`config.mk`:
```
export PLATFORM = sky130hd
export DESIGN_NAME = b40d_cell
export DESIGN_NICKNAME = d
export VERILOG_FILES = /design/src/b40d_pkg.sv /design/src/b40d_cell.sv
export SDC_FILE = /design/constraint.sdc
export NUM_CORES = 1
export LEC_CHECK = 0
export CAP_MARGIN = 20
export CORE_UTILIZATION = 55
export DETAILED_ROUTE_END_ITERATION = 8
export DONT_BUFFER_PORTS = 1
export GPL_TIMING_DRIVEN = 0
export PLACE_DENSITY_LB_ADDON = 0.25
export SLEW_MARGIN = 20
export SYNTH_ARGS = -nofsm -noshare
export SYNTH_HDL_FRONTEND = slang
export SYNTH_SLANG_ARGS = --single-unit
export TNS_END_PERCENT = 100
```
`constraint.sdc`:
```
create_clock -name clk_i -period 5.36 [get_ports clk_i]
set_input_delay 1.072 -clock clk_i [delete_from_list [all_inputs] [get_ports clk_i]]
set_output_delay 1.072 -clock clk_i [all_outputs]
set_load 0.05 [all_outputs]
```
`src/b40d_pkg.sv`:
```
// Shared constants, types and the digit-to-character map of the base-40 decoder.
`timescale 1ns / 1ps
`default_nettype none

package b40d_pkg;

  localparam int unsigned NUM_CHARS = 12;   // decoded character positions, 1..12
  localparam int unsigned OUT_CHARS = 12;   // character fields on the result
  localparam int unsigned WORD_W    = 64;
  localparam int unsigned CHAR_W    = 7;
  localparam int unsigned DIGIT_W   = 6;
  localparam int unsigned CHUNK_W   = 16;
  localparam int unsigned CHUNKS    = WORD_W / CHUNK_W;
  localparam int unsigned PHASE_W   = $clog2(CHUNKS);
  localparam int unsigned STAGES    = NUM_CHARS * CHUNKS;

  // One long-division step divides {remainder, chunk} by the radix.
  localparam int unsigned PART_W    = DIGIT_W + CHUNK_W;
  localparam int unsigned EIGHTH_W  = PART_W - 3;
  // The radix is 8 * 5; floor(y / 5) = (y * RECIP_5) >> RECIP_SHIFT for y < 2**19.
  localparam int unsigned RECIP_W     = 20;
  localparam int unsigned RECIP_SHIFT = 22;
  localparam logic [RECIP_W-1:0] RECIP_5 = 20'd838861;
  localparam int unsigned PROD_W    = EIGHTH_W + RECIP_W;

  localparam logic [PHASE_W-1:0] LAST_PHASE = PHASE_W'(CHUNKS - 1);

  localparam logic [CHAR_W-1:0] CHAR_NUL   = 7'h00;
  localparam logic [CHAR_W-1:0] CHAR_SPACE = 7'h20;
  localparam logic [CHAR_W-1:0] CHAR_DASH  = 7'h2D;
  localparam logic [CHAR_W-1:0] CHAR_SLASH = 7'h2F;
  localparam logic [CHAR_W-1:0] CHAR_ZERO  = 7'h30;
  localparam logic [CHAR_W-1:0] CHAR_A     = 7'h41;
  localparam logic [CHAR_W-1:0] CHAR_UNDER = 7'h5F;

  localparam logic [DIGIT_W-1:0] DIG_SPACE = 6'd0;
  localparam logic [DIGIT_W-1:0] DIG_DASH  = 6'd1;
  localparam logic [DIGIT_W-1:0] DIG_SLASH = 6'd2;
  localparam logic [DIGIT_W-1:0] DIG_ZERO  = 6'd3;
  localparam logic [DIGIT_W-1:0] DIG_A     = 6'd13;
  localparam logic [DIGIT_W-1:0] DIG_UNDER = 6'd39;

  typedef logic [OUT_CHARS-1:0][CHAR_W-1:0] char_vec_t;

  // Everything an item carries from one cell to the next.
  typedef struct packed {
    logic [WORD_W-1:0]  word;   // dividend, turning into the quotient chunk by chunk
    logic [DIGIT_W-1:0] rem;    // running remainder of the current digit
    logic [PHASE_W-1:0] phase;  // chunk being divided within the current digit
    char_vec_t          chars;  // characters decoded so far
  } lane_t;

  function automatic logic [CHAR_W-1:0] digit_to_char(input logic [DIGIT_W-1:0] d);
    logic [CHAR_W-1:0] c;
    if (d == DIG_UNDER) begin
      c = CHAR_UNDER;
    end else if (d >= DIG_A) begin
      c = CHAR_A + CHAR_W'(d - DIG_A);
    end else if (d >= DIG_ZERO) begin
      c = CHAR_ZERO + CHAR_W'(d - DIG_ZERO);
    end else if (d == DIG_SLASH) begin
      c = CHAR_SLASH;
    end else if (d == DIG_DASH) begin
      c = CHAR_DASH;
    end else begin
      c = CHAR_SPACE;
    end
    return c;
  endfunction

endpackage

`default_nettype wire

```
`src/b40d_cell.sv`:
```
// One division cell: divides the top 16-bit chunk by 40 and rotates the word.
`timescale 1ns / 1ps
`default_nettype none

module b40d_cell
  import b40d_pkg::*;
(
  input  wire        clk_i,
  input  wire        rst_ni,
  input  wire        valid_i,
  output logic       ready_o,
  input  wire lane_t lane_i,
  output logic       valid_o,
  input  wire        ready_i,
  output lane_t      lane_o
);

  logic                valid_q;
  lane_t               lane_q;
  lane_t               lane_d;
  logic [PART_W-1:0]   part;
  logic [PROD_W-1:0]   prod;
  logic [CHUNK_W-1:0]  quot;
  logic [PART_W-1:0]   quot_x40;
  logic [DIGIT_W-1:0]  rem_new;

  always_comb begin
    part     = {lane_i.rem, lane_i.word[WORD_W-1 -: CHUNK_W]};
    prod     = PROD_W'(part[PART_W-1:3]) * PROD_W'(RECIP_5);
    quot     = prod[RECIP_SHIFT +: CHUNK_W];
    quot_x40 = (PART_W'(quot) << 5) + (PART_W'(quot) << 3);
    rem_new  = DIGIT_W'(part - quot_x40);

    lane_d       = lane_i;
    // The quotient chunk replaces the dividend chunk; after all chunks the
    // word is back in its original order and holds the full quotient.
    lane_d.word  = {lane_i.word[WORD_W-CHUNK_W-1:0], quot};
    lane_d.phase = lane_i.phase + PHASE_W'(1);
    if (lane_i.phase == LAST_PHASE) begin
      // The final remainder is the digit. Earlier digits move up one position.
      lane_d.rem   = '0;
      lane_d.chars = {lane_i.chars[OUT_CHARS-2:0], digit_to_char(rem_new)};
    end else begin
      lane_d.rem = rem_new;
    end
  end

  assign ready_o = !valid_q || ready_i;
  assign valid_o = valid_q;
  assign lane_o  = lane_q;

  always_ff @(posedge clk_i or negedge rst_ni) begin
    if (!rst_ni) begin
      valid_q <= 1'b0;
    end else if (ready_o) begin
      valid_q <= valid_i;
    end
  end

  always_ff @(posedge clk_i) begin
    if (valid_i && ready_o) begin
      lane_q <= lane_d;
    end
  end

endmodule

`default_nettype wire

```
Word level (Yosys, flattened, before mapping). Index checks and enable logic that the tools add are counted.

Output and inout bits: 158. Logic and storage cells: 39. Bits in registers: 157. Bits of input ports: 160.

Mux-type cells: 6. Add/sub/neg operators: 7. $lt $le $gt $ge: 2. Reduce and logical (&&, ||, !) cells: 3. Multiply operators: 1. Equality and inequality tests: 4.

Operators with widths (count): $mux 84 (1); $mul 19x20->38 const B (1); $mux 7 (3); $mux 4 (2); $add 6x7->7 const A (1); $add 7x7->7 const A (1); $sub 6x2->7 const B (1); $sub 6x4->7 const B (1); $add 6x6->6 (1); $eq 6x1->1 const B (1); $eq 6x2->1 const B (1); $eq 6x6->1 const B (1); $ge 6x2->1 const B (1); $ge 6x4->1 const B (1); $sub 6x6->6 (1); $add 2x1->2 const B (1); $eq 2x2->1 const B (1); $logic_and 1x1->1 (1); $logic_not 1->1 (1); $logic_or 1x1->1 (1).

Depth between registers and ports, before layout.
Depth in word-level cells: 10. Depth in mapped cells: 30. Mapped depth without buffers: 30.

Worst setup path after synthesis. Ideal clock, no wire load.

Kind: input to register. Start: input port lane_i[154] (netlist name). End: register lane_q (netlist bit lane_o[0]) (data pin). Required time: 5.080 ns. Path buffers: 0. Data arrival time: 7.701 ns. Cell stages on the path: 29. Library setup time: 0.280 ns. Path slack: -2.621 ns. Path through: inv_1 > ha_1 > fa_1 > inv_1 > fa_1 > inv_1 > fa_1 > inv_1 > fa_1 > inv_1 > fa_1 > inv_1 > ha_1 > a21o_1 > a21o_1 > a21o_1 > a221oi_4 > and2b_1 > nor2_1 > xnor2_1 > ha_1 > ha_1 > xor2_1 > xnor2_1 > xnor2_1 > nand3b_1 > mux2i_1 > a211oi_1 > a221oi_1.

RTL lines: start, declared (line b40d_cell.sv:12) `input wire lane_t lane_i,`; end signal, assigned (line b40d_cell.sv:62) `lane_q <= lane_d;`; end, declared (line b40d_cell.sv:19) `lane_t lane_q;`.

==> results_dict.tcl <==
set metrics [dict create \
    outcome "finished, violations left" \
    violations "negative setup slack" \
    synthMuxAreaShare_pct 8.19 \
    synth-edff-count 156 \
    dr.pass1.iters 5 \
    port_buffers 0 \
    clock_sinks 157 \
    arrival_ns 7.64 \
    die_area_um2 21100 \
    drtIter0Drc 492 \
    synth_cell_types 48 \
    grt_max_degree 57 \
    slowest_delay_ns 0.54 \
    grt_usage_pct 27.7 \
    rsz0062_at_grt "true" \
    syn_area_per_cell_um2 13.1 \
    crit_path_frequent_cell "inv_2" \
    area_delta_synth_final_pct 16.9 \
    clk_pin_slew_ns 0.08 \
    ys_top_cells_by_area "edfxtp_1 (42%), fa_1 (17%), ha_1 (16%)" \
    yosys.area.top_type "edfxtp_1" \
    fill_cells 1497 \
    grt_util_met3_pct 7.04 \
    die_h_um 145 \
    vias 6682 \
    skew_ns 0.0196 \
    path_class "in -> reg" \
    yosys_register_bits 157 \
    die_width_um 145 \
    routedWlPerCell_um 23.2 \
    cp.required_ns 5.61 \
    crit_start "lane_i[148]" \
    drv_cap 0 \
    synth_top_family_by_area "adder cells" \
    pin_count 318 \
    hold_path_class "in -> async" \
    regArea_um2 4710 \
    worst_setup_path_start_kind "primary input" \
    slowest_stage "fa_2" \
    met2_usage_pct 45.2 \
    grt_pass1_wl_mm 42.7 \
    setup_ws_ns -2.03 \
    synth-simple-area-share_pct 3.45 \
    grt_remaining_overflow 0 \
    place.gp.congestion 0.892 \
    seq_area_frac_synth_pct 41.8 \
    busiest_layer "met2" \
    slew_headroom_pct 45.1 \
    start_util_pct 55.9 \
    reg2reg_depth 5 \
    grt_pass1_vias 7131 \
    drc 0 \
    drive_gt1_share_pct 26.4 \
    synth-xor-area-share_pct 2.41 \
    r2r_slack_ns 2.57 \
    hold_viol_final 0 \
    finalCritPeriodShare_pct 138 \
    layout_min_cycle_time_ns 7.39 \
    worst_slew_pin_slew_ns 0.808 \
    synth_top_area_share_pct 41.5 \
    maxSlewViolCount 0 \
    numCtsBuffers 17 \
    fmax_mhz 135 \
    synth_area_um2 11300 \
    worst_setup_path_end_kind "flop" \
    wirelength_mm 28.0 \
    syn_inst 861 \
    synth_compound_area_share_pct 4.03 \
    place_area_um2 11800 \
    postRouteAntennaNets 0 \
    rows 52 \
    cts_max_level 4 \
    rr_startpoint "valid_o$_DFFE_PN0N_" \
    routed_via_density 5.54 \
    grt_antenna_before_repair 4 \
    layout_commonest_cell "inv_1" \
    ctsRootBufferMaster "clkbuf_16" \
    synthAdderAreaFrac_pct 33.3 \
    layout.nets 1323 \
    clk_latency_ns 0.42 \
    final_cell_mix "inv_1 (170), edfxtp_1 (156), ha_1 (127)" \
    cts_buffer_depth 2 \
    postCtsHoldBufs 0 \
    grt_util_met1_pct 36.3 \
    multi_input_area_um2 6320 \
    tritoncts "yes" \
    synth_nets 1264 \
    setup_viol_count_final 25 \
    final_area_um2 13200 \
    cp_max_fo 6 \
    async_flop_share_pct 0.637 \
    yosys_warnings 0 \
    ys.flop_type "edfxtp_1" \
    core_region_area_um2 20200 \
    place_hpwl_mm 22.6 \
]
## kinds of logic after synthesis
family                     after synthesis
adders and majority gates              243
AOI/OAI and AO/OA                       64
DFF                                    157
muxes                                   82
and+or+nand+nor                         79
buffers and inverters                  205
xor gates and xnor gates                31
## Yosys cell counts (6+ instances only)
library cell,number
a21o_1,6
a21oi_1,16
xor2_1,9
o21ai_0,9
mux2_2,78
nand2_1,13
ha_1,147
clkbuf_1,10
edfxtp_1,156
fa_1,96
nor2_1,32
xnor2_1,22
inv_1,191
## registers in the layout, summed over array words and instances (netlist names)
signal   cells
valid_o      1
lane_o     156
## worst max-delay path, delay by kind of cell
family / cells / cell delay (ns)
AOI/OAI and AO/OA: 4 / 0.79
xor gates and xnor gates: 5 / 1.01
adders and majority gates: 9 / 3.55
buffers and inverters: 7 / 0.50
muxes: 1 / 0.32
and+or+nand+nor: 2 / 0.39
## routing by layer
metal  part of all wire, %  up-vias
met5                     0        -
met4                   2.5        0
met3                   7.4       32
met2                    48      290
met1                    42     3318
li1                      -     3042
## per-stage QoR
step	hold slack [ns]	utilization (%)	TNS, ns	setup slack [ns]	instances
final	0.335	65.4	-26.07	-2.03	1206
after global routing	0.312	65.4	-29.66	-2.24	1206
after floorplan	0.776	-	-27.08	-2.20	861
after global placement	0.776	58.3	-38.65	-2.66	1131
after detailed placement	0.776	58.6	-40.40	-2.75	1134
after CTS	0.323	64.0	-22.94	-1.97	1189
## path summary, 6_finish.rpt
check,to
worst max-delay path,lane_o[4]$_DFFE_PP_
worst min-delay path,valid_o$_DFFE_PN0N_
worst max register to register,lane_o[142]$_DFFE_PP_
worst min register to register,valid_o$_DFFE_PN0N_
max in group asynchronous,valid_o$_DFFE_PN0N_
min in group clk_i,lane_o[152]$_DFFE_PP_
## area by class of cell
cell class / count / share of cell area, %
inverter: 191 / 5.49
clock buffer: 18 / 3.25
timing repair buffer: 42 / 3.10
sequential: 157 / 35.7
tap: 270 / 2.56
multi-input combinational: 499 / 48.0
buffer: 12 / 0.342
clock inverter: 14 / 1.52
antenna: 3 / 0.0569
## what timing repair did
action,CTS,global route
gates resized for setup,63,37
pin swaps,50,21
endpoints found under the setup margin,25,26
buffers inserted,25,16
Power is left out: the tool's default activity adds up to more than one toggle a clock period on the data nets, which glitch-free logic cannot reach.
