==> config.mk <==
export PLATFORM = sky130hd
export DESIGN_NAME = b40d_trim_flat
export DESIGN_NICKNAME = d
export VERILOG_FILES = /design/src/b40d_pkg.sv /design/src/b40d_out_if.sv /design/src/b40d_trim.sv /design/src/flat_wrapper.sv
export SDC_FILE = /design/constraint.sdc
export NUM_CORES = 1
export LEC_CHECK = 0
export ABC_AREA = 0
export ABC_CLOCK_PERIOD_IN_PS = 6400
export BUFFER_PORTS_ARGS = -buffer_cell sky130_fd_sc_hd__buf_4
export CAP_MARGIN = 20
export CELL_PAD_IN_SITES_DETAIL_PLACEMENT = 1
export CELL_PAD_IN_SITES_GLOBAL_PLACEMENT = 2
export CORE_AREA = 2 2 107 109
export DETAILED_ROUTE_END_ITERATION = 7
export DIE_AREA = 0 0 109 111
export PLACE_DENSITY_LB_ADDON = 0.1
export SLEW_MARGIN = 20
export SYNTH_ARGS = -nofsm -noshare
export SYNTH_HDL_FRONTEND = slang
export SYNTH_SLANG_ARGS = --single-unit
==> constraint.sdc <==
create_clock -name clk_i -period 6.4 [get_ports clk_i]
set_input_delay 1.92 -clock clk_i [delete_from_list [all_inputs] [get_ports clk_i]]
set_output_delay 1.92 -clock clk_i [all_outputs]
set_load 0.03 [all_outputs]
==> src/b40d_pkg.sv <==
// Shared constants, types and the digit-to-character map of the base-40 decoder.
`timescale 1ns / 1ps
`default_nettype none

package b40d_pkg;

  localparam int unsigned NUM_CHARS = 12;   // decoded character positions, 1..12
  localparam int unsigned OUT_CHARS = 12;   // character fields on the result
  localparam int unsigned WORD_W    = 64;
  localparam int unsigned CHAR_W    = 7;
  localparam int unsigned DIGIT_W   = 6;
  localparam int unsigned CHUNK_W   = 16;
  localparam int unsigned CHUNKS    = WORD_W / CHUNK_W;
  localparam int unsigned PHASE_W   = $clog2(CHUNKS);
  localparam int unsigned STAGES    = NUM_CHARS * CHUNKS;

  // One long-division step divides {remainder, chunk} by the radix.
  localparam int unsigned PART_W    = DIGIT_W + CHUNK_W;
  localparam int unsigned EIGHTH_W  = PART_W - 3;
  // The radix is 8 * 5; floor(y / 5) = (y * RECIP_5) >> RECIP_SHIFT for y < 2**19.
  localparam int unsigned RECIP_W     = 20;
  localparam int unsigned RECIP_SHIFT = 22;
  localparam logic [RECIP_W-1:0] RECIP_5 = 20'd838861;
  localparam int unsigned PROD_W    = EIGHTH_W + RECIP_W;

  localparam logic [PHASE_W-1:0] LAST_PHASE = PHASE_W'(CHUNKS - 1);

  localparam logic [CHAR_W-1:0] CHAR_NUL   = 7'h00;
  localparam logic [CHAR_W-1:0] CHAR_SPACE = 7'h20;
  localparam logic [CHAR_W-1:0] CHAR_DASH  = 7'h2D;
  localparam logic [CHAR_W-1:0] CHAR_SLASH = 7'h2F;
  localparam logic [CHAR_W-1:0] CHAR_ZERO  = 7'h30;
  localparam logic [CHAR_W-1:0] CHAR_A     = 7'h41;
  localparam logic [CHAR_W-1:0] CHAR_UNDER = 7'h5F;

  localparam logic [DIGIT_W-1:0] DIG_SPACE = 6'd0;
  localparam logic [DIGIT_W-1:0] DIG_DASH  = 6'd1;
  localparam logic [DIGIT_W-1:0] DIG_SLASH = 6'd2;
  localparam logic [DIGIT_W-1:0] DIG_ZERO  = 6'd3;
  localparam logic [DIGIT_W-1:0] DIG_A     = 6'd13;
  localparam logic [DIGIT_W-1:0] DIG_UNDER = 6'd39;

  typedef logic [OUT_CHARS-1:0][CHAR_W-1:0] char_vec_t;

  // Everything an item carries from one cell to the next.
  typedef struct packed {
    logic [WORD_W-1:0]  word;   // dividend, turning into the quotient chunk by chunk
    logic [DIGIT_W-1:0] rem;    // running remainder of the current digit
    logic [PHASE_W-1:0] phase;  // chunk being divided within the current digit
    char_vec_t          chars;  // characters decoded so far
  } lane_t;

  function automatic logic [CHAR_W-1:0] digit_to_char(input logic [DIGIT_W-1:0] d);
    logic [CHAR_W-1:0] c;
    if (d == DIG_UNDER) begin
      c = CHAR_UNDER;
    end else if (d >= DIG_A) begin
      c = CHAR_A + CHAR_W'(d - DIG_A);
    end else if (d >= DIG_ZERO) begin
      c = CHAR_ZERO + CHAR_W'(d - DIG_ZERO);
    end else if (d == DIG_SLASH) begin
      c = CHAR_SLASH;
    end else if (d == DIG_DASH) begin
      c = CHAR_DASH;
    end else begin
      c = CHAR_SPACE;
    end
    return c;
  endfunction

endpackage

`default_nettype wire

==> src/b40d_out_if.sv <==
// Output channel: twelve decoded characters per item.
`timescale 1ns / 1ps
`default_nettype none

interface b40d_out_if
  import b40d_pkg::*;
();
  logic              valid;
  logic              ready;
  logic [CHAR_W-1:0] char_0;
  logic [CHAR_W-1:0] char_1;
  logic [CHAR_W-1:0] char_2;
  logic [CHAR_W-1:0] char_3;
  logic [CHAR_W-1:0] char_4;
  logic [CHAR_W-1:0] char_5;
  logic [CHAR_W-1:0] char_6;
  logic [CHAR_W-1:0] char_7;
  logic [CHAR_W-1:0] char_8;
  logic [CHAR_W-1:0] char_9;
  logic [CHAR_W-1:0] char_10;
  logic [CHAR_W-1:0] char_11;

  modport source (
    output valid, input ready,
    output char_0, output char_1, output char_2, output char_3,
    output char_4, output char_5, output char_6, output char_7,
    output char_8, output char_9, output char_10, output char_11
  );
  modport sink (
    input valid, output ready,
    input char_0, input char_1, input char_2, input char_3,
    input char_4, input char_5, input char_6, input char_7,
    input char_8, input char_9, input char_10, input char_11
  );
endinterface

`default_nettype wire

==> src/b40d_trim.sv <==
// Output stage: clears trailing spaces and holds the result for the consumer.
`timescale 1ns / 1ps
`default_nettype none

module b40d_trim
  import b40d_pkg::*;
(
  input  wire            clk_i,
  input  wire            rst_ni,
  input  wire            valid_i,
  output logic           ready_o,
  input  wire char_vec_t chars_i,
  b40d_out_if.source     out_o
);

  logic      valid_q;
  char_vec_t chars_q;
  char_vec_t chars_d;
  logic      seen;

  // Scan down from the last decoded position; everything above the last
  // non-space character becomes NUL. Unused positions are already NUL.
  always_comb begin
    seen = 1'b0;
    for (int i = OUT_CHARS - 1; i >= 0; i--) begin
      if (i < NUM_CHARS && chars_i[i] != CHAR_SPACE) begin
        seen = 1'b1;
      end
      chars_d[i] = seen ? chars_i[i] : CHAR_NUL;
    end
  end

  assign ready_o = !valid_q || out_o.ready;

  always_ff @(posedge clk_i or negedge rst_ni) begin
    if (!rst_ni) begin
      valid_q <= 1'b0;
    end else if (ready_o) begin
      valid_q <= valid_i;
    end
  end

  always_ff @(posedge clk_i) begin
    if (valid_i && ready_o) begin
      chars_q <= chars_d;
    end
  end

  assign out_o.valid   = valid_q;
  assign out_o.char_0  = chars_q[0];
  assign out_o.char_1  = chars_q[1];
  assign out_o.char_2  = chars_q[2];
  assign out_o.char_3  = chars_q[3];
  assign out_o.char_4  = chars_q[4];
  assign out_o.char_5  = chars_q[5];
  assign out_o.char_6  = chars_q[6];
  assign out_o.char_7  = chars_q[7];
  assign out_o.char_8  = chars_q[8];
  assign out_o.char_9  = chars_q[9];
  assign out_o.char_10 = chars_q[10];
  assign out_o.char_11 = chars_q[11];

endmodule

`default_nettype wire

==> src/flat_wrapper.sv <==
// flat-port wrapper written by rule: the top's interface ports become plain ports
module b40d_trim_flat import b40d_pkg::*;
  (clk_i, rst_ni, valid_i, ready_o, chars_i, out_o_valid, out_o_ready, out_o_char_0, out_o_char_1, out_o_char_2, out_o_char_3, out_o_char_4, out_o_char_5, out_o_char_6, out_o_char_7, out_o_char_8, out_o_char_9, out_o_char_10, out_o_char_11);
  b40d_out_if out_o_i ();
  input  wire clk_i;
  input  wire rst_ni;
  input  wire valid_i;
  output logic ready_o;
  input  wire char_vec_t chars_i;
  output wire logic [$bits(out_o_i.valid)-1:0] out_o_valid;
  input wire logic [$bits(out_o_i.ready)-1:0] out_o_ready;
  output wire logic [$bits(out_o_i.char_0)-1:0] out_o_char_0;
  output wire logic [$bits(out_o_i.char_1)-1:0] out_o_char_1;
  output wire logic [$bits(out_o_i.char_2)-1:0] out_o_char_2;
  output wire logic [$bits(out_o_i.char_3)-1:0] out_o_char_3;
  output wire logic [$bits(out_o_i.char_4)-1:0] out_o_char_4;
  output wire logic [$bits(out_o_i.char_5)-1:0] out_o_char_5;
  output wire logic [$bits(out_o_i.char_6)-1:0] out_o_char_6;
  output wire logic [$bits(out_o_i.char_7)-1:0] out_o_char_7;
  output wire logic [$bits(out_o_i.char_8)-1:0] out_o_char_8;
  output wire logic [$bits(out_o_i.char_9)-1:0] out_o_char_9;
  output wire logic [$bits(out_o_i.char_10)-1:0] out_o_char_10;
  output wire logic [$bits(out_o_i.char_11)-1:0] out_o_char_11;
  assign out_o_valid = out_o_i.valid;
  assign out_o_i.ready = out_o_ready;
  assign out_o_char_0 = out_o_i.char_0;
  assign out_o_char_1 = out_o_i.char_1;
  assign out_o_char_2 = out_o_i.char_2;
  assign out_o_char_3 = out_o_i.char_3;
  assign out_o_char_4 = out_o_i.char_4;
  assign out_o_char_5 = out_o_i.char_5;
  assign out_o_char_6 = out_o_i.char_6;
  assign out_o_char_7 = out_o_i.char_7;
  assign out_o_char_8 = out_o_i.char_8;
  assign out_o_char_9 = out_o_i.char_9;
  assign out_o_char_10 = out_o_i.char_10;
  assign out_o_char_11 = out_o_i.char_11;
  b40d_trim u_core (.clk_i(clk_i), .rst_ni(rst_ni), .valid_i(valid_i), .ready_o(ready_o), .chars_i(chars_i), .out_o(out_o_i));
endmodule
== Word level (Yosys, flattened, before mapping) ==
Cells that the tools add are included.
Widths: inputs -> output; s select.

* Bits of input ports: 88
* Output and inout bits: 86
* Bits in registers: 85

* Eq/ne operators: 12
* Reduce and logical (&&, ||, !) cells: 3
* Muxes and demuxes: 12

{| class="wikitable"
|+ Operator list
! kind !! number
|-
| $ne 7x6->1 const B || 12
|-
| $mux 1 || 12
|-
| $logic_and 1x1->1 || 1
|-
| $logic_not 1->1 || 1
|-
| $logic_or 1x1->1 || 1
|}

== Logic depth before layout (Yosys ltp) ==
Gate-level depths: netlist of the first run.

* Depth in word-level cells: 13
* Depth in mapped cells: 4

== Least setup slack after synthesis of the first run ==
Ideal clock, no wire load.

* Path type: input to register
* Start: in out_o_ready
* End: reg u_core.chars_q, in the netlist u_core.out_o.char_0[0], enable pin
* Slack: 1.691 ns
* Path buffers: 0
* Library setup time: 0.451 ns
* Cell stages on the path: 2
* Required time: 5.949 ns
* Arrival: 4.258 ns
* Cell sequence: nand2b_1 > and2_1

* Longest elaborated chain between the ends: 2

{| class="wikitable"
|+ Ends and longest elaborated chain
! what !! RTL line !! text
|-
| start: declaration || flat_wrapper.sv:11 || <nowiki>input wire logic [$bits(out_o_i.ready)-1:0] out_o_ready;</nowiki>
|-
| $logic_or 1x1->1 || b40d_trim.sv:33 || <nowiki>assign ready_o = !valid_q || out_o.ready;</nowiki>
|-
| $logic_and 1x1->1 || b40d_trim.sv:44 || <nowiki>if (valid_i && ready_o) begin</nowiki>
|-
| end signal: assignment || b40d_trim.sv:45 || <nowiki>chars_q <= chars_d;</nowiki>
|-
| end: declaration || b40d_trim.sv:17 || <nowiki>char_vec_t chars_q;</nowiki>
|}

No other way between the ends.
A chain may end at the register's enable or synchronous reset.

== Worst setup path after layout of the first run ==
* Start: in out_o_ready
* End: out ready_o

* Longest elaborated chain between the ends: 1

{| class="wikitable"
|+ Ends and longest elaborated chain
! what !! RTL line !! text
|-
| $logic_or 1x1->1 || b40d_trim.sv:33 ||
|-
| end: declaration || flat_wrapper.sv:8 || <nowiki>output logic ready_o;</nowiki>
|}

No other way between the ends.

==> results of run 1 <==
-- placed cells by master (no fill, tap or decap), types with 2 or more instances in the layout --
cell / n
sky130_fd_sc_hd__clkbuf_16: 9
sky130_fd_sc_hd__nor4_1: 2
sky130_fd_sc_hd__nor3b_1: 2
sky130_fd_sc_hd__inv_1: 4
sky130_fd_sc_hd__nor2b_1: 2
sky130_fd_sc_hd__clkbuf_1: 2
sky130_fd_sc_hd__nand2_1: 3
sky130_fd_sc_hd__a21boi_0: 5
sky130_fd_sc_hd__a41oi_1: 2
sky130_fd_sc_hd__bufinv_16: 2
sky130_fd_sc_hd__nor4b_1: 7
sky130_fd_sc_hd__nor3_1: 10
sky130_fd_sc_hd__buf_4: 173
sky130_fd_sc_hd__nor4_4: 2
sky130_fd_sc_hd__nand2b_1: 2
sky130_fd_sc_hd__nand4_1: 2
sky130_fd_sc_hd__edfxtp_1: 84
-- through the flow --
step           power [mW]  cell area (um^2)  hold WS [ns]
3_5_place_dp        0.850              4420         0.543
3_3_place_gp        0.849              4420         0.526
6_report             1.40              4770         0.554
2_1_floorplan       0.763              3210         0.925
4_1_cts              1.41              4740         0.563
5_1_grt              1.45              4770         0.606
-- state kept, by name, summed over array words and instances, names as in the netlist --
register,cells
u_core.out_o.char_9,7
u_core.out_o.char_5,7
u_core.out_o.char_0,7
u_core.out_o.valid,1
u_core.out_o.char_7,7
u_core.out_o.char_6,7
u_core.out_o.char_10,7
u_core.out_o.char_4,7
u_core.out_o.char_8,7
u_core.out_o.char_1,7
u_core.out_o.char_11,7
u_core.out_o.char_2,7
u_core.out_o.char_3,7
-- worst register-to-register path, stage by stage, from the launching register on --
cell and delay (ns):
sky130_fd_sc_hd__dfrtp_1 0.38, sky130_fd_sc_hd__nand2b_1 0.12, sky130_fd_sc_hd__and2_4 0.42, sky130_fd_sc_hd__buf_16 0.33
-- final cells by class --
type	instances	area, um^2
fill	1134	6310
sequential	85	2550
tap	143	179
clock buffer	12	246
timing repair buffer	174	1330
clock inverter	4	72.6
multi-input combinational	50	380
inverter	4	15.0
-- power by group --
part	switching [mW]	total (mW)	leakage [nW]	internal [mW]
logic	0.104	0.180	0.958	0.0767
registers	0.00778	0.657	0.811	0.649
clock network	0.206	0.558	0.153	0.352
total	0.317	1.40	1.92	1.08
-- per-layer routing --
| metal | share of wire, % | GRT usage, % |
|---|---|---|
| met1 | 37 | 15.3 |
| met2 | 51 | 21.2 |
| met3 | 10 | 5.23 |
| met4 | 1.7 | 5.64 |
| met5 | 0 | 0 |
-- path summary, 6_finish.rpt --
kind | from | to | slack, ns | cells after the start
worst max-delay path | out_o_ready | ready_o | 2.11 | 3
worst min-delay path | u_core.out_o.valid | u_core.out_o.valid | 0.55 | 2
worst max register to register | u_core.out_o.valid | u_core.out_o.char_6[0] | 4.79 | 3
worst min register to register | u_core.out_o.valid | u_core.out_o.valid | 0.55 | 2
max in group asynchronous | rst_ni | u_core.out_o.valid | 4.97 | 1
min in group asynchronous | rst_ni | u_core.out_o.valid | 1.35 | 1
-- cell families (layout without fill, tap and decap cells) --
group,after synthesis,count (layout)
AOI/OAI and AO/OA,10,10
and+or+nand+nor,40,40
buffers and inverters,76,194
DFF,85,85
==> metrics list, run 1 <==
- Outcome: complete, no violations
- In this run the count of I/O pins placed on the die edge is 174.
- In this run, synthesis inferred 84 flip-flops with an integrated enable.
- Most frequent cells after synthesis: sky130_fd_sc_hd__edfxtp_1 (84), sky130_fd_sc_hd__clkbuf_1 (72), sky130_fd_sc_hd__nor3_1 (10), sky130_fd_sc_hd__nor4b_1 (7), sky130_fd_sc_hd__a21boi_0 (5)
* Maxcap violations: 0
* Maximum cell stage delay along the critical path: 0.18 ns
* Final ANT Viol Nets: 0
* Number of clock sinks: 85
* Largest vdd supply drop: 101 uV
- Data on the critical path arrives at its endpoint at 2.37 ns.
* Layout cell share with drive strength beyond 1: between 50% and 60%
- Total number of H-tree levels: 3
- Measured along the x axis, the die boundary spans 109 um.
* Xor/xnor cell area share of the yosys netlist: 0%
* Post-Synthesis Mean Instance Area: 15.2 um^2
* Global-route wire length before repair: 11.8 mm
* Count of different cell masters after synthesis: 25
- Slew at the pin with the worst max-slew slack: about 0.55 ns
- The top cell type by area accounts for between 70% and 80% of the synthesized area.
* Hold crit path type: flop to flop
- The initial antenna violation count is 0.
- TritonCTS built the clock tree.
- Data on the critical path is required at its endpoint by 4.48 ns.
- In this run, placement finished with an instance count of 455.
* Family with the most delay on the worst path: buffers and inverters
* Worst clock skew: 0.00740 ns
- After the first detailed-routing iteration, the DRC count stood at 55.
* Warning count from the yosys run: 0
* Crit path buf inv count: 2
* NumNets Final: ~400
* Total GRT Usage: 13.1%
* Leakage power total: 1.92 nW
- Of all nets on the critical path, the largest fanout is 3.
* Minimum clock period: 4.29 ns
* Antenna cell count: 0
* Share of the clock period used by the worst path: around two thirds
* Combinational family with the most area after synthesis: simple AND/OR/NAND/NOR gates
- Setup violations remaining at the end of the flow were counted as 0.
- Traced cell by cell, the critical path runs through buf_4 > nand2b_1 > buf_4.
* Synthesis-stage register bit count: 85
* Latest clock arrival within the worst-skew pair: 0.33 ns
- Cell repeated most along the worst path: sky130_fd_sc_hd__buf_4
- The count of buffers added on input and output ports is between 150 and 200.
- Category of the most critical setup path: primary input to output port
* Share of flip-flops with an asynchronous set or reset after synthesis: between 1 and 1.5%
* Initial core utilization: between 20% and 30%
- The synthesized netlist devotes 2.42% of its cell area to compound gates.
* Number of buffers added by the clock tree synthesis step: 9
* Count of final hold-check violations: 0
- Core Footprint: roughly 0.011 mm^2
* Post-synthesis mux area share: 0%
- Final weighted congestion in routability-driven placement: around 0.68
* Drt drc: 0
- The number of max-slew violations in the final report was 0.
* Largest net degree at the start of global routing: 85
- Detail-routed net length per standard cell: about 16 um
- The die is ~110 um tall.
- Dividing the detail-routed via count by the number of cells gives 4.33.
* Worst Slack Setup Final: 2.11 ns
* Number of standard cells after synthesis: between 200 and 250
- Worst slack after detailed placement: approximately 2.1 ns
* Fraction of the yosys area taken by sequential cells: 79.3%
* Buffers inserted during post-CTS setup optimization: 0
- Summing the areas of all and, or, nand and nor instances in the mapped netlist gives 9.35% of the synthesized area.
- The largest total area in the synthesized netlist belongs to sky130_fd_sc_hd__edfxtp_1.
- The number of hold buffers added after CTS was 0.
- The number of global-route vias before repair came to 2177.
- STA classifies the critical path startpoint as a primary input.
- Syn_nets: 299
- Area enclosed by the die boundary: 0.0121 mm^2
- After clock tree synthesis, the repair step resized 0 gates.
* Synthesized-area fraction occupied by adder cells: 0%
- RSZ-0062 raised after global routing: no
* Setup TNS Final: 0 ns
* Clock root buffer: sky130_fd_sc_hd__clkbuf_16
* Buffer levels on the longest clock path: 2
- Non-filler instance count after layout: 472
- Clock-pin slew was measured on the worst setup and hold paths at ~0.06 ns.
* Worst slew slack as a fraction of its limit: 63.0%
* Pwr per Cell Area: 293 mW/mm^2
* Grt ovf: 0
- Area Overhead vs Synth: 48.5%
* Fraction of the core area covered by cells at the end of the flow: roughly 43%
- By instance count, the leading cell after synthesis is sky130_fd_sc_hd__edfxtp_1.
- Detailed placement finished with a half-perimeter wire length of approximately 5.9 mm.
- Critical path capture point type: output port
- Derived from the worst setup path, the maximum achievable clock frequency is 233 MHz.
- Among all flip-flop cells after synthesis, the most frequent one is sky130_fd_sc_hd__edfxtp_1.
- Cell at the slowest stage of the critical path: sky130_fd_sc_hd__buf_4
* First-pass detailed-route iteration total: 4
* Site row count: 39
* Top area cells in the synthesized netlist: sky130_fd_sc_hd__edfxtp_1 (79%), sky130_fd_sc_hd__clkbuf_1 (8.4%), sky130_fd_sc_hd__nor4b_1 (1.9%), sky130_fd_sc_hd__nor3_1 (1.6%), sky130_fd_sc_hd__nor4_4 (1.3%)
- After synthesis the cells add up to 0.00321 mm^2.
* Detailed-route via count: roughly 2000
- The routed design has around 7.8 mm of wire.
(Power assumes the default switching activity.)
==> run 2, diff against run 1 <==
ABC_CLOCK_PERIOD_IN_PS = 3800   (was 6400)
CORE_AREA = 2 2 117 119   (was 2 2 107 109)
DIE_AREA = 0 0 119 121   (was 0 0 109 111)
clock period = 3.8 ns   (was 6.4 ns; I/O delays follow)
==> run 2 against run 1 <==
Compared with the run above: non-clock buffer count is the same; cell area is essentially flat; critical path depth is the same; routed wire length grew 4.9%; flip-flop and latch count is the same; power grew 62%; clock-buffer cell count shrank 3; register-to-register slack lost 2.7 ns; clock power grew 53%; sequential share of layout area is essentially flat; via count shrank 1.8%; clock skew shrank 0.0044 ns.
==> metrics list, run 2 (synthesized netlist as in run 1, its figures left out) <==
- Post-layout instance area: 0.00476 mm^2 (about the same)
* Number of antenna violations at the first check in global routing: 0 (unchanged)
- Internal: 1.72 mW (+60%)
- The wire length of the first global-routing pass came to 12.2 mm (+3.4%).
- The post-detailed-route count of antenna-violating nets is 0 (unchanged).
- Worst slack after detailed placement: 0.840 ns (-1.27 ns)
- The top cell types in the final layout, fill and taps aside, are sky130_fd_sc_hd__buf_4 (173), sky130_fd_sc_hd__edfxtp_1 (84), sky130_fd_sc_hd__nor3_1 (10).
* Slew at the pin with the worst max-slew slack: 0.610 ns (+0.0599 ns)
* Buffer levels on the longest clock path: 2 (unchanged)
- The post-route worst setup slack is 1.07 ns (-1.04 ns).
- The height of the chip came to 121 um (+9.0%).
* Cell at the slowest stage of the critical path: sky130_fd_sc_hd__buf_4
- NumNets Final: 412 (unchanged)
- The count of buffers added by post-CTS timing repair for setup was 0 (unchanged).
* Outcome: complete, no violations
* Largest net degree at the start of global routing: 45 (-47%)
* Minimum clock period: approximately 2.7 ns
- The required arrival time at the worst endpoint came to 2.66 ns (-1.82 ns).
- The relative contribution of sequential cells to total power is 48.9% (+1.8 points).
- Critical path cell sequence: buf_4 > nand2b_1 > buf_4
- Detailed router's first-iteration violation count: 86 (+56%)
- The number of max-slew violations in the final report is 0 (unchanged).
- I/O pin count: 174 (unchanged)
* Pwr per Cell Area: 475 mW/mm^2 (+62%)
- CTS placed an instance of sky130_fd_sc_hd__clkbuf_16 at the clock tree root.
* First-pass detailed-route iteration total: 4 (unchanged)
- The fraction of the core area covered by cells at the end of the flow came to 36.4% (-6.6 points).
* Critical Path Start Type: primary input
- The delay of the slowest cell on the worst path came to 0.18 ns (about the same).
- Detailed-route via count: 2008 (-1.8%)
- The average wire per standard cell is 16.1 um (-1.9%).
- Grt ovf: 0 (unchanged)
- Dividing the final minimum period by the clock period gives a little under three quarters.
- Detailed-route wire length: 8.15 mm (+4.9%)
- Vias in the first global route: 2199 (+1.0%)
* Worst clock skew: 0.00304 ns (-0.00436 ns)
- Horiz. Die Dim: 119 um (+9.2%)
- Category of the most critical setup path: primary input to output port
* Net Sw Frac: 24.0% (+1.2 points)
* Via/cell ratio: 3.98 (-8.2%)
- The initial core utilization came to 24.5% (-4.4 points).
- The setup violation total in the final timing report was 0 (unchanged).
* Critical path capture point type: output port
- Largest vdd supply drop: 238 uV (+130%)
* Part of the total power dissipated in combinational logic: 13.4% (+0.5 points)
- The clock latency at the later pin of the worst-skew pair is 0.34 ns (about the same).
- Relative contribution of the clock network to total power: 37.7% (-2.3 points)
- The number of clock buffers inserted by TritonCTS was 9 (unchanged).
- The reported leakage power came to 1.91 nW (-0.76%).
* Cell repeated most along the worst path: sky130_fd_sc_hd__buf_4
* Worst slew slack as a fraction of its limit: 59.3% (-3.7 points)
- Count of final hold-check violations: 0 (unchanged)
* Upper clock frequency limit: 366 MHz
- The antenna diode instance count was 0 (unchanged).
- RSZ-0062 raised after global routing: no
* Maxcap violations: 0 (unchanged)
- TritonCTS clock tree: built
* Hold bufs inserted after CTS: 0 (unchanged)
* Drt drc: 0 (unchanged)
- Number of I/O port buffers: 173 (unchanged)
- Area Overhead vs Synth: 48.4% (about the same)
- Core Footprint: 0.0131 mm^2 (+18%)
* Number of fillers in the final layout: 1367 (+21%)
- The area of the die was 0.0144 mm^2 (+19%).
- Crit path arrival time: 1.59 ns (-0.78 ns)
* Clock slew seen by the registers of the worst setup and hold paths: 0.06 ns (about the same)
* Total number of H-tree levels: 3 (unchanged)
- Site row count: 42 (+7.7%)
* Number of clock sinks: 85 (unchanged)
- The post-cts sizing count came to 0 (unchanged).
* Final weighted congestion in routability-driven placement: 0.682 (-0.23%)
* Layout cell share with drive strength beyond 1: 58.4% (-0.30 points)
- The largest fanout of any net on the critical path was 3 (unchanged).
* Standard cell area after detailed placement: 0.00448 mm^2 (+1.4%)
- The final total negative setup slack was 0 ns (unchanged).
- The placed wire-length estimate is 6.29 mm (+6.9%).
- Hold crit path type: flop to flop
- The total global routing track utilization was 11.7% (-1.4 points).
- The net load switching power was 0.543 mW (+71%).
- Leaving out fill and tap cells, the most frequent cell in the layout is sky130_fd_sc_hd__buf_4.
-- run 2: cell count changes in the layout (fill, tap and decap cells not counted) --
cell                         change
sky130_fd_sc_hd__clkinv_1        +3
sky130_fd_sc_hd__clkbuf_1        -2
sky130_fd_sc_hd__clkinv_2        +2
sky130_fd_sc_hd__buf_12          +1
sky130_fd_sc_hd__buf_16          -1
sky130_fd_sc_hd__bufinv_16       -1
sky130_fd_sc_hd__clkbuf_8        -1
sky130_fd_sc_hd__clkinvlp_4      -1
-- run 2: power by group through the flow --
stage	sequential, mW	clock [mW]	combinational (mW)
after floorplan	1.23	0	0.0541
after global placement	1.12	0	0.308
after detailed placement	1.13	0	0.310
after CTS	1.11	0.881	0.310
after global routing	1.11	0.913	0.323
final	1.11	0.853	0.304
-- run 2: worst max-delay path, delay by kind of cell --
family | cells | cell delay [ns]
simple gates | 1 | 0.16
buf+inv | 2 | 0.29
-- run 2: cell type report --
| cell class | count | area, um^2 | area share (%) |
|---|---|---|---|
| clock inverter | 7 | 56.3 | 1.18 |
| clock buffer | 9 | 225 | 4.73 |
| sequential | 85 | 2550 | 53.5 |
| tap | 176 | 220 | 4.62 |
| inverter | 4 | 15.0 | 0.315 |
| multi-input combinational | 50 | 380 | 7.99 |
| timing repair buffer | 174 | 1320 | 27.7 |
-- run 2: per-layer routing --
| metal | wire [um] | GRT usage (%) | up-vias |
|---|---|---|---|
| met5 | 0 | 0 | - |
| met4 | 168 | 6.03 | 0 |
| met3 | 807 | 5.92 | 11 |
| met2 | 4040 | 18.6 | 93 |
| met1 | 3140 | 12.8 | 959 |
| li1 | - | - | 945 |
-- run 2: path summary, 6_finish.rpt --
check	from	endpoint	slack [ns]	cells past startpoint
min	u_core.out_o.valid	u_core.out_o.valid	0.54	2
max reg2reg	u_core.out_o.valid	u_core.out_o.char_11[4]	2.06	3
min in group asynchronous	rst_ni	u_core.out_o.valid	0.56	1
min reg2reg	u_core.out_o.valid	u_core.out_o.valid	0.54	2
max	out_o_ready	ready_o	1.07	3
max in group asynchronous	rst_ni	u_core.out_o.valid	3.16	1
-- run 2: through the flow --
| stage | power [mW] | instances | hold slack (ns) |
|---|---|---|---|
| after floorplan | 1.28 | 211 | 0.844 |
| after global placement | 1.43 | 489 | 0.523 |
| after detailed placement | 1.44 | 489 | 0.538 |
| after CTS | 2.30 | 505 | 0.543 |
| after global routing | 2.35 | 505 | 0.543 |
| final | 2.26 | 505 | 0.544 |
==> run 3, diff against run 2 <==
ABC_AREA = 1   (was 0)
ABC_CLOCK_PERIOD_IN_PS = 2600   (was 3800)
CORE_AREA = 2 2 114 116   (was 2 2 117 119)
DIE_AREA = 0 0 116 118   (was 0 0 119 121)
clock period = 2.6 ns   (was 3.8 ns; I/O delays follow)
==> run 3 against run 2 <==
Compared with the run above: clock-buffer cell count increased by 5; via count rose by 4.7%; core utilization rose by 2.9 points; non-clock buffer count is 1 higher; critical path depth up 6; synthesized cell count increased by 20%; flip-flop and latch count is the same; area after synthesis up 2.5%; critical endpoint is now u_core.out_o.char_0[5]; sequential power is 46% higher.
==> metrics list, run 3 <==
- The total power was 3.32 mW (+47%).
* Register-to-register setup slack: 1.15 ns (-0.91 ns)
- Vias in the first global route: 2301 (+4.6%)
* Largest net degree at the start of global routing: 46 (+2.2%)
* Hold crit path type: primary input to asynchronous set/reset pin
- The post-detailed-route count of antenna-violating nets was 0 (unchanged).
* Crit path capture: u_core.out_o.char_0[5]
- Cell count of the worst reg-to-reg path: 2 (-1)
* Drt drc: 0 (unchanged)
* Worst clock skew: 0.00492 ns (+0.00187 ns)
- The worst register-to-register path begins at u_core.out_o.valid.
- Global-route wire length before repair: 11.7 mm (-4.2%)
- Detail-routed net length per standard cell: 14.1 um (-13%)
- Post-synth top area share: 76.6% (-1.9 points)
- Number of antenna violations at the first check in global routing: 0 (unchanged)
- The area of the die was 0.0137 mm^2 (-4.9%).
* Number of fillers in the final layout: 1356 (-0.80%)
- The wire length on met1 is 2.76 mm (-12%).
- Synthesis-stage register bit count: 85 (unchanged)
- The depth of the CTS H-tree came to 3 (unchanged).
* Upper clock frequency limit: 496 MHz
* Detailed-routed wire length on met2: 3.76 mm (-7.0%)
- The mean post-synth cell area is 13.0 um^2 (-15%).
- Warning count from the yosys run: 0 (unchanged)
- The total core area is 0.0124 mm^2 (-5.1%).
- Critical path capture point type: flop
* Summed instance area of the synthesized netlist: 0.00329 mm^2 (+2.5%)
- The flow ran to the end, and the final reports show no timing, DRC or antenna violations.
- Detail Placement HPWL: 5.99 mm (-4.8%)
- The setup path with the least slack is of type primary input to flop.
- Commonest non-fill, non-tap cell in the layout: sky130_fd_sc_hd__buf_4
* Buffer levels on the longest clock path: 2 (unchanged)
- Count of flip-flops with a built-in enable after synthesis: 84 (unchanged)
* Slew at the pin with the worst max-slew slack: 0.591 ns (-0.0195 ns)
* Grt ovf: 0 (unchanged)
* Critical Path Start Type: primary input
- Top area cells in the synthesized netlist: sky130_fd_sc_hd__edfxtp_1 (77%), sky130_fd_sc_hd__clkbuf_1 (8.2%), sky130_fd_sc_hd__nor2_1 (2.7%), sky130_fd_sc_hd__nand2_1 (2.6%), sky130_fd_sc_hd__inv_1 (2.5%)
- The net count after synthesis was 342 (+14%).
- Number of buffers added by the clock tree synthesis step: 9 (unchanged)
- Cell taking the most area after synthesis: sky130_fd_sc_hd__edfxtp_1
* Setup violation total in the final timing report: 0 (unchanged)
- Final weighted congestion in routability-driven placement: 0.676 (-0.98%)
* Ys flop type: sky130_fd_sc_hd__edfxtp_1
- The post-cts sizing count came to 0 (unchanged).
- The share of cells above drive strength 1 is 53.1% (-5.3 points).
- The first-pass detailed-route iteration total is 4 (unchanged).
- The worst register-to-register path ends at u_core.out_o.char_2[2].
- NumNets Final: 456 (+11%)
- Minimum clock period: ~2.0 ns
- Max Fanout on Critical Path: 4 (+1)
* Total GRT Usage: 11.7% (-0.027 points)
* Number of standard cells after synthesis: 254 (+20%)
- The clock latency at the later pin of the worst-skew pair was 0.34 ns (about the same).
- Initial core utilization: 26.5% (+2.0 points)
* Clock root buffer: sky130_fd_sc_hd__clkbuf_16
- Number of max-slew violations in the final report: 0 (unchanged)
- The clock-pin slew of the registers on the worst-case setup and hold paths is 0.06 ns (about the same).
* Count of different cell masters after synthesis: 19 (-24%)
* Vertical extent of the die: 118 um (-2.5%)
- The number of cell rows was 41 (-2.4%).
- The share of the yosys chip area belonging to registers is 77.4% (-2.0 points).
- The count of pins on the block boundary is 174 (unchanged).
* Pwr per Cell Area: 681 mW/mm^2 (+43%)
* Number of clock sinks: 85 (unchanged)
- Antenna cell count: 0 (unchanged)
- Most frequent cells after synthesis: sky130_fd_sc_hd__edfxtp_1 (84), sky130_fd_sc_hd__clkbuf_1 (72), sky130_fd_sc_hd__nor2_1 (24), sky130_fd_sc_hd__nand2_1 (23), sky130_fd_sc_hd__inv_1 (22)
- Top library cells by usage in the layout, fill and taps aside: sky130_fd_sc_hd__buf_4 (174), sky130_fd_sc_hd__edfxtp_1 (84), sky130_fd_sc_hd__nor2_1 (24)
- CP Launch Point: chars_i[35]
- Detailed-routed wire length on met3: 1.05 mm (+29%)
- Most instantiated library cell after synthesis: sky130_fd_sc_hd__edfxtp_1
* Share of the clock period used by the worst path: 77.6%
- The detailed router used layers up to and including met4.
- Via/cell ratio: 3.86 (-3.0%)
- Relative to the synthesized area, the layout overhead comes to 48.1%.
* Count of final hold-check violations: 0 (unchanged)
* Hold bufs inserted after CTS: 0 (unchanged)
- The reported leakage power was 2.05 nW (+7.4%).
* Worst slew slack as a fraction of its limit: 60.3% (+0.94 points)
- Detailed-route wire length: 7.66 mm (-6.1%)
* RSZ-0062 raised after global routing: no
- Share of flip-flops with an asynchronous set or reset after synthesis: 1.18% (unchanged)
- Largest vdd supply drop: 432 uV (+82%)
- The fraction of the core area covered by cells at the end of the flow was 39.3% (+2.9 points).
- The number of max-capacitance violations reported was 0 (unchanged).
* Detailed router's first-iteration violation count: 74 (-14%)
- The count of buffers added by post-CTS timing repair for setup is 0 (unchanged).
* CP Data Required Time: 2.70 ns (+0.04 ns)
- Crit path arrival time: 2.12 ns (+0.53 ns)
- Horiz. Die Dim: 116 um (-2.5%)
- Number of I/O port buffers: 173 (unchanged)
- TritonCTS clock tree: built
- The via total after detailed routing is 2103 (+4.7%).
==> run 3: cell families after synthesis <==
| logic type | Yosys count | share of synthesized area, % |
|---|---|---|
| AO/OA/AOI/OAI | 2 | 0.380 |
| buffers and inverters | 94 | 10.7 |
| flip-flops | 85 | 77.4 |
| AND/OR/NAND/NOR | 73 | 11.5 |
==> run 3: report_power, final <==
group,switching (mW),internal [mW]
Sequential,0.0200,1.60
Combinational,0.262,0.188
Clock,0.483,0.770
==> run 3: final cells by class <==
type	instances	area [um^2]	area share, %
clock inverters	2	35.0	0.719
multi-input cells	75	403	8.26
repair buffers	175	1330	27.2
inverters	22	95.1	1.95
clock buffers	14	254	5.21
well taps	172	215	4.41
flip-flops and latches	85	2550	52.2
==> run 3: through the flow <==
step	setup WS [ns]	hold slack (ns)	instance area, um^2	cells	setup TNS (ns)
after global placement	0.233	0.556	4590	529	0
after CTS	0.582	0.182	4880	545	0
after global routing	0.452	0.175	4880	545	0
final	0.582	0.202	4880	545	0
after detailed placement	0.207	0.558	4590	529	0
after floorplan	-0.0222	0.484	3320	254	-1.87
==> run 3: worst max-delay path, cell delays in order <==
cell,delay (ns)
sky130_fd_sc_hd__buf_4,0.11
sky130_fd_sc_hd__nor3_1,0.30
sky130_fd_sc_hd__nand2_1,0.08
sky130_fd_sc_hd__nor3_1,0.27
sky130_fd_sc_hd__nand4_4,0.16
sky130_fd_sc_hd__nor2_4,0.15
sky130_fd_sc_hd__nand4_2,0.10
sky130_fd_sc_hd__nor2_1,0.12
sky130_fd_sc_hd__nor2_1,0.04
==> run 3: metal layers <==
metal  vias to the layer above  global-route usage (%)
li1                       1020                       -
met1                       972                    11.7
met2                       106                    18.6
met3                         5                    8.44
met4                         0                    4.24
met5                         -                       0
==> run 3: worst min path at each step <==
stage               slack, ns  cells after the start  startpoint                 end
floorplan                0.48                      0      rst_ni  u_core.out_o.valid
global placement         0.56                      1      rst_ni  u_core.out_o.valid
detailed placement       0.56                      1      rst_ni  u_core.out_o.valid
CTS                      0.18                      1      rst_ni  u_core.out_o.valid
global route             0.17                      1      rst_ni  u_core.out_o.valid
finish                   0.20                      1      rst_ni  u_core.out_o.valid
